[src/rtl/rpp_pkg.sv]
// Package for the rainbow pixel pattern generator: widths, reset values,
// register indexes and the colour wheel phase type. No dependencies.
`default_nettype none

package rpp_pkg;

   localparam int COLOUR_W   = 8;
   localparam int OUT_COL_W  = 6;
   localparam int PIX_W      = 10;
   localparam int CSR_IDX_W  = 1;
   localparam int CSR_DATA_W = 10;

   localparam logic [COLOUR_W-1:0] BRIGHT_LIMIT_RESET = 8'd32;
   localparam logic [PIX_W-1:0]    NUM_PIXELS_RESET   = 10'd64;
   localparam logic [COLOUR_W-1:0] PEAK_RESET         = BRIGHT_LIMIT_RESET - 8'd1;

   localparam logic [CSR_IDX_W-1:0] CSR_BRIGHT_LIMIT = 1'd0;
   localparam logic [CSR_IDX_W-1:0] CSR_NUM_PIXELS   = 1'd1;

   typedef enum logic [2:0] {
      PH_GREEN_UP   = 3'd0,
      PH_RED_DOWN   = 3'd1,
      PH_BLUE_UP    = 3'd2,
      PH_GREEN_DOWN = 3'd3,
      PH_RED_UP     = 3'd4,
      PH_BLUE_DOWN  = 3'd5
   } phase_type;

endpackage

`default_nettype wire

[src/rtl/rpp_channels.sv]
// Valid/ready channel interfaces for the rainbow pixel pattern generator:
// pixel request, pixel response and register write. Uses rpp_pkg.
`default_nettype none

interface rpp_req_if;
   logic valid;
   logic ready;
   logic restart;

   modport source (output valid, output restart, input ready);
   modport sink (input valid, input restart, output ready);
   modport monitor (input valid, input restart, input ready);
endinterface

interface rpp_rsp_if;
   logic                          valid;
   logic                          ready;
   logic [rpp_pkg::OUT_COL_W-1:0] red;
   logic [rpp_pkg::OUT_COL_W-1:0] green;
   logic [rpp_pkg::OUT_COL_W-1:0] blue;
   logic [rpp_pkg::PIX_W-1:0]     pixel_index;
   logic                          frame_end;

   modport source (output valid, output red, output green, output blue,
                   output pixel_index, output frame_end, input ready);
   modport sink (input valid, input red, input green, input blue,
                 input pixel_index, input frame_end, output ready);
   modport monitor (input valid, input red, input green, input blue,
                    input pixel_index, input frame_end, input ready);
endinterface

interface rpp_csr_if;
   logic                           valid;
   logic                           ready;
   logic [rpp_pkg::CSR_IDX_W-1:0]  idx;
   logic [rpp_pkg::CSR_DATA_W-1:0] data;

   modport source (output valid, output idx, output data, input ready);
   modport sink (input valid, input idx, input data, output ready);
   modport monitor (input valid, input idx, input data, input ready);
endinterface

`default_nettype wire

[src/rtl/rainbow_pixel_pattern_generator.sv]
// Rainbow pixel pattern generator. A pixel appears on rsp in the cycle after its request
// transaction. Throughput: one pixel per cycle while rsp is not stalled, set by the
// single colour step (one 8-bit add/subtract and compare) between the request and the
// response register. The response register frees itself in the cycle it is taken, so
// req stalls only while rsp is stalled. Synchronous active-high reset: brightness
// limit 32, 64 pixels, red at peak 31, other colours and phase zero, counter zero, no
// response pending. Depends on rpp_pkg and the interfaces in rpp_channels.sv.
`default_nettype none

module rainbow_pixel_pattern_generator (
   input  wire           clock,
   input  wire           reset,
   rpp_req_if.sink       req_chan,
   rpp_rsp_if.source     rsp_chan,
   rpp_csr_if.sink       csr_chan
);

   // configuration registers
   logic [rpp_pkg::COLOUR_W-1:0] bright_limit_ff;
   logic [rpp_pkg::PIX_W-1:0]    num_pixels_ff;

   // working and saved animation state, pixel counter
   logic [rpp_pkg::COLOUR_W-1:0] work_red_ff, work_green_ff, work_blue_ff;
   logic [rpp_pkg::COLOUR_W-1:0] work_red_in, work_green_in, work_blue_in;
   rpp_pkg::phase_type           work_phase_ff, work_phase_in;
   logic [rpp_pkg::COLOUR_W-1:0] saved_red_ff, saved_green_ff, saved_blue_ff;
   logic [rpp_pkg::COLOUR_W-1:0] saved_red_in, saved_green_in, saved_blue_in;
   rpp_pkg::phase_type           saved_phase_ff, saved_phase_in;
   logic [rpp_pkg::PIX_W-1:0]    pix_cnt_ff, pix_cnt_in;

   // response register
   logic                          rsp_valid_ff, rsp_valid_in;
   logic [rpp_pkg::OUT_COL_W-1:0] rsp_red_ff, rsp_green_ff, rsp_blue_ff;
   logic [rpp_pkg::PIX_W-1:0]     rsp_index_ff;
   logic                          rsp_last_ff;

   // combinational pixel datapath
   logic                          req_fire;
   logic [rpp_pkg::COLOUR_W-1:0]  peak;
   logic [rpp_pkg::PIX_W-1:0]     last_index;
   logic [rpp_pkg::COLOUR_W-1:0]  base_red, base_green, base_blue;
   logic [rpp_pkg::COLOUR_W-1:0]  sv_red, sv_green, sv_blue;
   rpp_pkg::phase_type            base_phase, sv_phase;
   logic [rpp_pkg::PIX_W-1:0]     idx;
   logic [rpp_pkg::COLOUR_W-1:0]  cur_red, cur_green, cur_blue;
   rpp_pkg::phase_type            cur_phase;
   logic                          is_last;

   // Request taken whenever the response register is empty or being drained.
   assign req_chan.ready = !rsp_valid_ff || rsp_chan.ready;
   assign req_fire       = req_chan.valid && req_chan.ready;
   assign csr_chan.ready = 1'b1;

   assign peak       = bright_limit_ff - 8'd1;
   assign last_index = num_pixels_ff - 10'd1;

   // Restart reload, then restore from the saved copy at the frame start.
   always_comb begin
      if (req_chan.restart) begin
         base_red   = peak;
         base_green = '0;
         base_blue  = '0;
         base_phase = rpp_pkg::PH_GREEN_UP;
         sv_red     = peak;
         sv_green   = '0;
         sv_blue    = '0;
         sv_phase   = rpp_pkg::PH_GREEN_UP;
         idx        = '0;
      end else begin
         base_red   = work_red_ff;
         base_green = work_green_ff;
         base_blue  = work_blue_ff;
         base_phase = work_phase_ff;
         sv_red     = saved_red_ff;
         sv_green   = saved_green_ff;
         sv_blue    = saved_blue_ff;
         sv_phase   = saved_phase_ff;
         idx        = pix_cnt_ff;
      end
      if (idx == '0) begin
         cur_red   = sv_red;
         cur_green = sv_green;
         cur_blue  = sv_blue;
         cur_phase = sv_phase;
      end else begin
         cur_red   = base_red;
         cur_green = base_green;
         cur_blue  = base_blue;
         cur_phase = base_phase;
      end
      is_last = (idx == last_index);
      // pixel 1 snapshots the pre-step state for the next frame
      if (idx == 10'd1) begin
         saved_red_in   = cur_red;
         saved_green_in = cur_green;
         saved_blue_in  = cur_blue;
         saved_phase_in = cur_phase;
      end else begin
         saved_red_in   = sv_red;
         saved_green_in = sv_green;
         saved_blue_in  = sv_blue;
         saved_phase_in = sv_phase;
      end
      pix_cnt_in = is_last ? '0 : idx + 10'd1;
   end

   // Colour step of the wheel: one component moves per pixel.
   always_comb begin
      work_red_in   = cur_red;
      work_green_in = cur_green;
      work_blue_in  = cur_blue;
      case (cur_phase)
         rpp_pkg::PH_GREEN_UP:   work_green_in = cur_green + 8'd1;
         rpp_pkg::PH_RED_DOWN:   work_red_in   = cur_red - 8'd1;
         rpp_pkg::PH_BLUE_UP:    work_blue_in  = cur_blue + 8'd1;
         rpp_pkg::PH_GREEN_DOWN: work_green_in = cur_green - 8'd1;
         rpp_pkg::PH_RED_UP:     work_red_in   = cur_red + 8'd1;
         rpp_pkg::PH_BLUE_DOWN:  work_blue_in  = cur_blue - 8'd1;
         default: ;
      endcase
   end

   // Next phase: rising legs end at the peak, falling legs at zero.
   always_comb begin
      work_phase_in = cur_phase;
      case (cur_phase)
         rpp_pkg::PH_GREEN_UP:
            if (work_green_in >= peak) work_phase_in = rpp_pkg::PH_RED_DOWN;
         rpp_pkg::PH_RED_DOWN:
            if (work_red_in == '0) work_phase_in = rpp_pkg::PH_BLUE_UP;
         rpp_pkg::PH_BLUE_UP:
            if (work_blue_in >= peak) work_phase_in = rpp_pkg::PH_GREEN_DOWN;
         rpp_pkg::PH_GREEN_DOWN:
            if (work_green_in == '0) work_phase_in = rpp_pkg::PH_RED_UP;
         rpp_pkg::PH_RED_UP:
            if (work_red_in >= peak) work_phase_in = rpp_pkg::PH_BLUE_DOWN;
         rpp_pkg::PH_BLUE_DOWN:
            if (work_blue_in == '0) work_phase_in = rpp_pkg::PH_GREEN_UP;
         default: ;
      endcase
   end

   assign rsp_valid_in = req_fire || (rsp_valid_ff && !rsp_chan.ready);

   // Register writes
   always_ff @(posedge clock) begin
      if (reset) begin
         bright_limit_ff <= rpp_pkg::BRIGHT_LIMIT_RESET;
         num_pixels_ff   <= rpp_pkg::NUM_PIXELS_RESET;
      end else if (csr_chan.valid) begin
         case (csr_chan.idx)
            rpp_pkg::CSR_BRIGHT_LIMIT: bright_limit_ff <= csr_chan.data[rpp_pkg::COLOUR_W-1:0];
            rpp_pkg::CSR_NUM_PIXELS:   num_pixels_ff   <= csr_chan.data[rpp_pkg::PIX_W-1:0];
            default: ;
         endcase
      end
   end

   // Animation state, advanced once per request transaction
   always_ff @(posedge clock) begin
      if (reset) begin
         work_red_ff    <= rpp_pkg::PEAK_RESET;
         work_green_ff  <= '0;
         work_blue_ff   <= '0;
         work_phase_ff  <= rpp_pkg::PH_GREEN_UP;
         saved_red_ff   <= rpp_pkg::PEAK_RESET;
         saved_green_ff <= '0;
         saved_blue_ff  <= '0;
         saved_phase_ff <= rpp_pkg::PH_GREEN_UP;
         pix_cnt_ff     <= '0;
      end else if (req_fire) begin
         work_red_ff    <= work_red_in;
         work_green_ff  <= work_green_in;
         work_blue_ff   <= work_blue_in;
         work_phase_ff  <= work_phase_in;
         saved_red_ff   <= saved_red_in;
         saved_green_ff <= saved_green_in;
         saved_blue_ff  <= saved_blue_in;
         saved_phase_ff <= saved_phase_in;
         pix_cnt_ff     <= pix_cnt_in;
      end
   end

   always_ff @(posedge clock) begin
      if (reset) begin
         rsp_valid_ff <= 1'b0;
      end else begin
         rsp_valid_ff <= rsp_valid_in;
      end
   end

   // payload: colour divided by four, no reset needed
   always_ff @(posedge clock) begin
      if (req_fire) begin
         rsp_red_ff   <= cur_red[rpp_pkg::COLOUR_W-1:2];
         rsp_green_ff <= cur_green[rpp_pkg::COLOUR_W-1:2];
         rsp_blue_ff  <= cur_blue[rpp_pkg::COLOUR_W-1:2];
         rsp_index_ff <= idx;
         rsp_last_ff  <= is_last;
      end
   end

   assign rsp_chan.valid       = rsp_valid_ff;
   assign rsp_chan.red         = rsp_red_ff;
   assign rsp_chan.green       = rsp_green_ff;
   assign rsp_chan.blue        = rsp_blue_ff;
   assign rsp_chan.pixel_index = rsp_index_ff;
   assign rsp_chan.frame_end   = rsp_last_ff;

endmodule

`default_nettype wire

[src/flat_wrapper.sv]
// flat-port wrapper written by rule: the top's interface ports become plain ports
module rainbow_pixel_pattern_generator_flat 
  (clock, reset, req_chan_valid, req_chan_restart, req_chan_ready, rsp_chan_valid, rsp_chan_red, rsp_chan_green, rsp_chan_blue, rsp_chan_pixel_index, rsp_chan_frame_end, rsp_chan_ready, csr_chan_valid, csr_chan_idx, csr_chan_data, csr_chan_ready);
  rpp_req_if req_chan_i ();
  rpp_rsp_if rsp_chan_i ();
  rpp_csr_if csr_chan_i ();
  input  wire clock;
  input  wire reset;
  input wire logic [$bits(req_chan_i.valid)-1:0] req_chan_valid;
  input wire logic [$bits(req_chan_i.restart)-1:0] req_chan_restart;
  output wire logic [$bits(req_chan_i.ready)-1:0] req_chan_ready;
  output wire logic [$bits(rsp_chan_i.valid)-1:0] rsp_chan_valid;
  output wire logic [$bits(rsp_chan_i.red)-1:0] rsp_chan_red;
  output wire logic [$bits(rsp_chan_i.green)-1:0] rsp_chan_green;
  output wire logic [$bits(rsp_chan_i.blue)-1:0] rsp_chan_blue;
  output wire logic [$bits(rsp_chan_i.pixel_index)-1:0] rsp_chan_pixel_index;
  output wire logic [$bits(rsp_chan_i.frame_end)-1:0] rsp_chan_frame_end;
  input wire logic [$bits(rsp_chan_i.ready)-1:0] rsp_chan_ready;
  input wire logic [$bits(csr_chan_i.valid)-1:0] csr_chan_valid;
  input wire logic [$bits(csr_chan_i.idx)-1:0] csr_chan_idx;
  input wire logic [$bits(csr_chan_i.data)-1:0] csr_chan_data;
  output wire logic [$bits(csr_chan_i.ready)-1:0] csr_chan_ready;
  assign req_chan_i.valid = req_chan_valid;
  assign req_chan_i.restart = req_chan_restart;
  assign req_chan_ready = req_chan_i.ready;
  assign rsp_chan_valid = rsp_chan_i.valid;
  assign rsp_chan_red = rsp_chan_i.red;
  assign rsp_chan_green = rsp_chan_i.green;
  assign rsp_chan_blue = rsp_chan_i.blue;
  assign rsp_chan_pixel_index = rsp_chan_i.pixel_index;
  assign rsp_chan_frame_end = rsp_chan_i.frame_end;
  assign rsp_chan_i.ready = rsp_chan_ready;
  assign csr_chan_i.valid = csr_chan_valid;
  assign csr_chan_i.idx = csr_chan_idx;
  assign csr_chan_i.data = csr_chan_data;
  assign csr_chan_ready = csr_chan_i.ready;
  rainbow_pixel_pattern_generator u_core (.clock(clock), .reset(reset), .req_chan(req_chan_i), .rsp_chan(rsp_chan_i), .csr_chan(csr_chan_i));
endmodule
[config.mk]
export PLATFORM = sky130hd
export DESIGN_NAME = rainbow_pixel_pattern_generator_flat
export DESIGN_NICKNAME = d
export VERILOG_FILES = /design/src/rtl/rpp_pkg.sv /design/src/rtl/rpp_channels.sv /design/src/rtl/rainbow_pixel_pattern_generator.sv /design/src/flat_wrapper.sv
export SDC_FILE = /design/constraint.sdc
export NUM_CORES = 1
export LEC_CHECK = 0
export BUFFER_PORTS_ARGS = -buffer_cell sky130_fd_sc_hd__buf_4
export CAP_MARGIN = 20
export CORE_ASPECT_RATIO = 0.9
export CORE_UTILIZATION = 51
export CTS_CLUSTER_DIAMETER = 40
export DETAILED_ROUTE_END_ITERATION = 12
export GPL_TIMING_DRIVEN = 0
export PLACE_DENSITY = 0.69
export SLEW_MARGIN = 20
export SYNTH_ARGS = -nofsm -noshare
export SYNTH_HDL_FRONTEND = slang
export SYNTH_SLANG_ARGS = --single-unit
[constraint.sdc]
create_clock -name clock -period 12 [get_ports clock]
set_input_delay 1.8 -clock clock [delete_from_list [all_inputs] [get_ports clock]]
set_output_delay 1.8 -clock clock [all_outputs]
set_load 0.01 [all_outputs]
==> report_table.html <==
<table>
<tr><th>Metric</th><th>Value</th></tr>
<tr><th colspan="2">Global routing</th></tr>
<tr><td>Antenna violations before repair</td><td>0</td></tr>
<tr><td>Overflow left after global routing</td><td>0</td></tr>
<tr><td>Pin count of the biggest net entering global routing</td><td>24</td></tr>
<tr><td>Number of global-route vias before repair</td><td>a little over 6000</td></tr>
<tr><td>GRT Total Usage</td><td>approximately 30%</td></tr>
<tr><td>Global-route wire length before repair</td><td>between 30 and 40 mm</td></tr>
<tr><th colspan="2">Yosys</th></tr>
<tr><td>Top cell type's share of synthesized area</td><td>22.5%</td></tr>
<tr><td>Per-instance average area after synthesis</td><td>8.34 um2</td></tr>
<tr><td>FF+latch count, synth</td><td>roughly 110</td></tr>
<tr><td>Count of flip-flops with a built-in enable after synthesis</td><td>29</td></tr>
<tr><td>FFs w/ async S/R, synth</td><td>0%</td></tr>
<tr><td>Cell Area, Synth</td><td>~7400 um2</td></tr>
<tr><td>Number of synthesis warnings</td><td>0</td></tr>
<tr><td>Gate count of the mapped netlist</td><td>887</td></tr>
<tr><td>Most area-consuming cells after synthesis</td><td>dfxtp_1 22%, edfxtp_1 12%, ha_1 7.3%</td></tr>
<tr><td>Net count of the mapped netlist</td><td>950</td></tr>
<tr><td>Count of distinct cell types in the synthesized netlist</td><td>a little over 80</td></tr>
<tr><td>Register area share after synthesis</td><td>34.2%</td></tr>
<tr><td>Synth area leader</td><td>dfxtp_1</td></tr>
<tr><td>Most used flip-flop cell after synthesis</td><td>dfxtp_1</td></tr>
<tr><th colspan="2">Placed design</th></tr>
<tr><td>DPL Wire Length</td><td>~16 mm</td></tr>
<tr><td>Dpl cells</td><td>1127</td></tr>
<tr><td>Port Buf Inserts</td><td>46</td></tr>
<tr><td>Weighted congestion reported at the end of routability-driven placement</td><td>~0.95</td></tr>
<tr><th colspan="2">Power</th></tr>
<tr><td>Clock Power Share</td><td>33.9%</td></tr>
<tr><td>Static Leak</td><td>3.21 nW</td></tr>
<tr><td>Internal cell power</td><td>between 0.6 and 0.7 mW</td></tr>
<tr><td>Proportion of power drawn by combinational gates</td><td>19.4%</td></tr>
<tr><td>Switching power as a share of total power</td><td>a little under a third</td></tr>
<tr><td>Power share of the sequential group</td><td>between 40 and 50%</td></tr>
<tr><td>Power dissipated by switching net loads</td><td>between 0.2 and 0.3 mW</td></tr>
<tr><td>Total power divided by cell area</td><td>about 110 nW/um2</td></tr>
<tr><td>Highest ir drop seen on vdd</td><td>~0.094 mV</td></tr>
<tr><td>Overall Power</td><td>~0.88 mW</td></tr>
<tr><th colspan="2">Final layout</th></tr>
<tr><td>FILL cells</td><td>~1300</td></tr>
<tr><td>ANT cells</td><td>0</td></tr>
<tr><td>Fraction of final layout cells with drive strength greater than 1</td><td>a little under an eighth</td></tr>
<tr><td>Core Util, Final</td><td>between 50 and 60%</td></tr>
<tr><td>Most common cell after layout, fill and taps aside</td><td>nand2_1</td></tr>
<tr><td>Net count reported at finish</td><td>slightly above 1000</td></tr>
<tr><td>Number of non-filler instances in the completed layout</td><td>between 1000 and 1500</td></tr>
<tr><td>Area growth from synthesis to final layout</td><td>12.1%</td></tr>
<tr><td>Top library cells by usage in the layout, fill and taps aside</td><td>110 x nand2_1, 83 x dfxtp_1, 81 x nor2_1</td></tr>
<tr><th colspan="2">Floorplan</th></tr>
<tr><td>Total number of placement rows</td><td>41</td></tr>
<tr><td>Y dimension of the die</td><td>roughly 120 um</td></tr>
<tr><td>Die Width</td><td>approximately 130 um</td></tr>
<tr><td>Top-Level Pins</td><td>between 40 and 50</td></tr>
<tr><td>Initial core utilization</td><td>around 52%</td></tr>
<tr><td>Area of the die</td><td>roughly 15000 um2</td></tr>
<tr><td>Core footprint</td><td>14100 um2</td></tr>
<tr><th colspan="2">Worst setup path</th></tr>
<tr><td>Setup crit end</td><td>u_core.work_phase_ff[0]$_SDFFE_PP0P_</td></tr>
<tr><td>Kind of critical path</td><td>in -&gt; reg</td></tr>
<tr><td>Worst stage delay on the critical path</td><td>roughly 520 ps</td></tr>
<tr><td>Crit start category</td><td>input pin</td></tr>
<tr><td>Highest-delay cell along the critical path</td><td>a211oi_4</td></tr>
<tr><td>Data required time at the worst endpoint</td><td>around 12000 ps</td></tr>
<tr><td>Critical-path maximum fanout</td><td>10</td></tr>
<tr><td>Worst setup path start</td><td>req_chan_restart</td></tr>
<tr><td>Critical register-to-register path startpoint</td><td>u_core.pix_cnt_ff[0]$_SDFFE_PP0P_</td></tr>
<tr><td>Depth of the most critical reg-to-reg path</td><td>28</td></tr>
<tr><td>Crit Reg-Reg Endpoint</td><td>u_core.work_phase_ff[0]$_SDFFE_PP0P_</td></tr>
<tr><td>Critical path arrival</td><td>9680 ps</td></tr>
<tr><td>Category of the worst setup path capture point</td><td>flop</td></tr>
<tr><td>Worst-case register-to-register setup slack</td><td>around 5600 ps</td></tr>
<tr><th colspan="2">Routing</th></tr>
<tr><td>Vias</td><td>a little under 7000</td></tr>
<tr><td>Remaining number of nets flagged by the antenna check after routing</td><td>0</td></tr>
<tr><td>Number of vias per cell</td><td>slightly above 6</td></tr>
<tr><td>DRC violation count after routing</td><td>0</td></tr>
<tr><td>Drt initial violations</td><td>771</td></tr>
<tr><td>Total wirelength of the detailed-routed design</td><td>between 20 and 25 mm</td></tr>
<tr><td>Average wire per cell in the routed design</td><td>18.9 um</td></tr>
<tr><td>Detailed-routing iteration count for the pre-antenna-repair pass</td><td>6</td></tr>
<tr><th colspan="2">Timing</th></tr>
<tr><td>Unrepaired setup endpoints after global routing</td><td>false</td></tr>
<tr><td>Share of the clock period used by the worst path after layout</td><td>78.5%</td></tr>
<tr><td>Transition time at the pin with the least slew margin</td><td>between 900 and 1000 ps</td></tr>
<tr><td>Highest attainable clock frequency</td><td>about 110 MHz</td></tr>
<tr><td>Minimum clock period</td><td>9420 ps</td></tr>
<tr><td>Final TNS setup</td><td>0 ps</td></tr>
<tr><td>Final Setup Violations</td><td>0</td></tr>
<tr><td>Relative slew margins</td><td>approximately 34%</td></tr>
<tr><td>Number of max-slew violations in the final report</td><td>0</td></tr>
<tr><td>Final Skew</td><td>7.74 ps</td></tr>
<tr><td>Fin. Hold Viols</td><td>0</td></tr>
<tr><th colspan="2">CTS</th></tr>
<tr><td>Library cell used as clock root buffer</td><td>clkbuf_16</td></tr>
<tr><td>Number of buffers created by CTS</td><td>9</td></tr>
<tr><td>CTS tree</td><td>built</td></tr>
<tr><td>Post-CTS Setup Repair Bufs</td><td>0</td></tr>
<tr><td>Clk slew on worst S/H paths</td><td>approximately 80 ps</td></tr>
<tr><td>Maximum level of the CTS H-tree</td><td>3</td></tr>
<tr><td>Number of buffers on the longest clock path</td><td>2</td></tr>
<tr><td>Post-cts repair resize count</td><td>0</td></tr>
<tr><td>Total of hold buffers inserted after clock tree synthesis</td><td>0</td></tr>
<tr><td>Latest clock arrival within the worst-skew pair</td><td>around 360 ps</td></tr>
<tr><td>Number of clock sinks</td><td>112</td></tr>
<tr><th colspan="2">Run</th></tr>
<tr><td>Maximum Capacitance Violations</td><td>0</td></tr>
<tr><th colspan="2">Status</th></tr>
<tr><td>Result of the run</td><td>complete, no violations</td></tr>
<tr><th colspan="2">Min path</th></tr>
<tr><td>Min-Delay Startpoint</td><td>u_core.saved_red_ff[2]$_SDFFE_PP1P_</td></tr>
<tr><td>Type of the tightest min-delay check</td><td>reg -&gt; reg</td></tr>
</table>
[stage by stage]
step,setup WS [ps],hold WS (ps),instance area [um2]
floorplan,4460,429,7400
global placement,2510,444,7990
detailed placement,2550,447,8020
CTS,2890,466,8300
global route,2210,489,8300
finish,2580,466,8300
[power groups by stage]
stage / logic [mW] / registers [mW] / clock network (mW)
floorplan: 0.110 / 0.422 / 0
global placement: 0.164 / 0.421 / 0
detailed placement: 0.167 / 0.421 / 0
CTS: 0.168 / 0.412 / 0.304
global route: 0.187 / 0.415 / 0.316
finish: 0.171 / 0.413 / 0.300
[state kept, by name, indices dropped and copies added (netlist names)]
| name | cells |
|---|---|
| u_core.num_pixels_ff | 10 |
| u_core.pix_cnt_ff | 10 |
| u_core.rsp_chan.pixel_index | 10 |
| u_core.bright_limit_ff | 8 |
| u_core.saved_blue_ff | 8 |
| u_core.saved_green_ff | 8 |
| u_core.saved_red_ff | 8 |
| u_core.work_blue_ff | 8 |
| u_core.work_green_ff | 8 |
| u_core.work_red_ff | 8 |
| u_core.rsp_chan.blue | 6 |
| u_core.rsp_chan.green | 6 |
| u_core.rsp_chan.red | 6 |
| u_core.saved_phase_ff | 3 |
| u_core.work_phase_ff | 3 |
| u_core.rsp_chan.frame_end | 1 |
| u_core.rsp_chan.valid | 1 |
[cell type report]
| cell class | count | area (um2) | area share [%] |
|---|---|---|---|
| Tap cell | 193 | 241 | 2.91 |
| Clock inverter | 6 | 52.6 | 0.633 |
| Sequential cell | 112 | 2530 | 30.5 |
| Clock buffer | 10 | 229 | 2.76 |
| Inverter | 29 | 109 | 1.31 |
| Buffer | 44 | 195 | 2.35 |
| Multi-Input combinational cell | 702 | 4560 | 55.0 |
| Timing Repair Buffer | 47 | 373 | 4.49 |
[routing by layer]
layer	global-route usage, %	part of all wire (%)	up-vias
li1	-	-	3343
met3	6.05	7.8	37
met2	46.1	44	295
met4	10.0	2.2	0
met5	0	0	-
met1	41.0	46	3236
[cells in the mapped netlist, drive strengths merged (4+ instances only)]
master and count:
a211oi 15, o31ai 7, a21boi 5, a31oi 9
nand2b 10, mux2i 14, nor2b 22, nor4 7
mux2 12, or3 5, dfxtp 83, a22oi 21
o211ai 5, a311o 4, nor3b 7, inv 28
and3 8, xnor2 28, a2111oi 4, nand2 110
edfxtp 29, a211o 4, nand3b 11, and2 5
o21a 5, nand3 15, o21ai 41, ha 43
a21oi 83, buf 11, or3b 6, nor3 35
nor2 82, nand4 6, a21o 10, clkbuf 33
or4 4, xor2 11, or2 5
[worst min-delay path by stage]
| stage | to | slack (ps) | cells after the start |
|---|---|---|---|
| final | u_core.saved_red_ff[2]$_SDFFE_PP1P_ | 470 | 2 |
| after global routing | u_core.work_red_ff[1]$_SDFFE_PP1P_ | 490 | 1 |
| after CTS | u_core.work_red_ff[1]$_SDFFE_PP1P_ | 470 | 1 |
| after detailed placement | u_core.work_red_ff[1]$_SDFFE_PP1P_ | 450 | 1 |
| after global placement | u_core.saved_red_ff[2]$_SDFFE_PP1P_ | 440 | 2 |
| after floorplan | u_core.work_red_ff[1]$_SDFFE_PP1P_ | 430 | 1 |
[cells by family (layout without fill, tap and decap cells)]
kind of cell             after synthesis  after routing  share of synthesized area (%)
other                                  1              1                         0.0507
adder cells (fa/ha/maj)               46             46                           8.08
buffers and inverters                 73            136                           4.09
AND/OR/NAND/NOR                      347            347                           23.4
multiplexers                          26             26                           3.77
AO/OA/AOI/OAI                        243            243                           21.8
flip-flops                           112            112                           34.2
XOR/XNOR                              39             39                           4.62
[worst max-delay path, delay by kind of cell]
family	cells	cell delay, ps
AOI/OAI and AO/OA	14	3020
and+or+nand+nor	4	430
adders and majority gates	3	670
xor gates and xnor gates	1	370
buffers and inverters	11	3340
No activity file was read; power rests on OpenSTA's default activity.
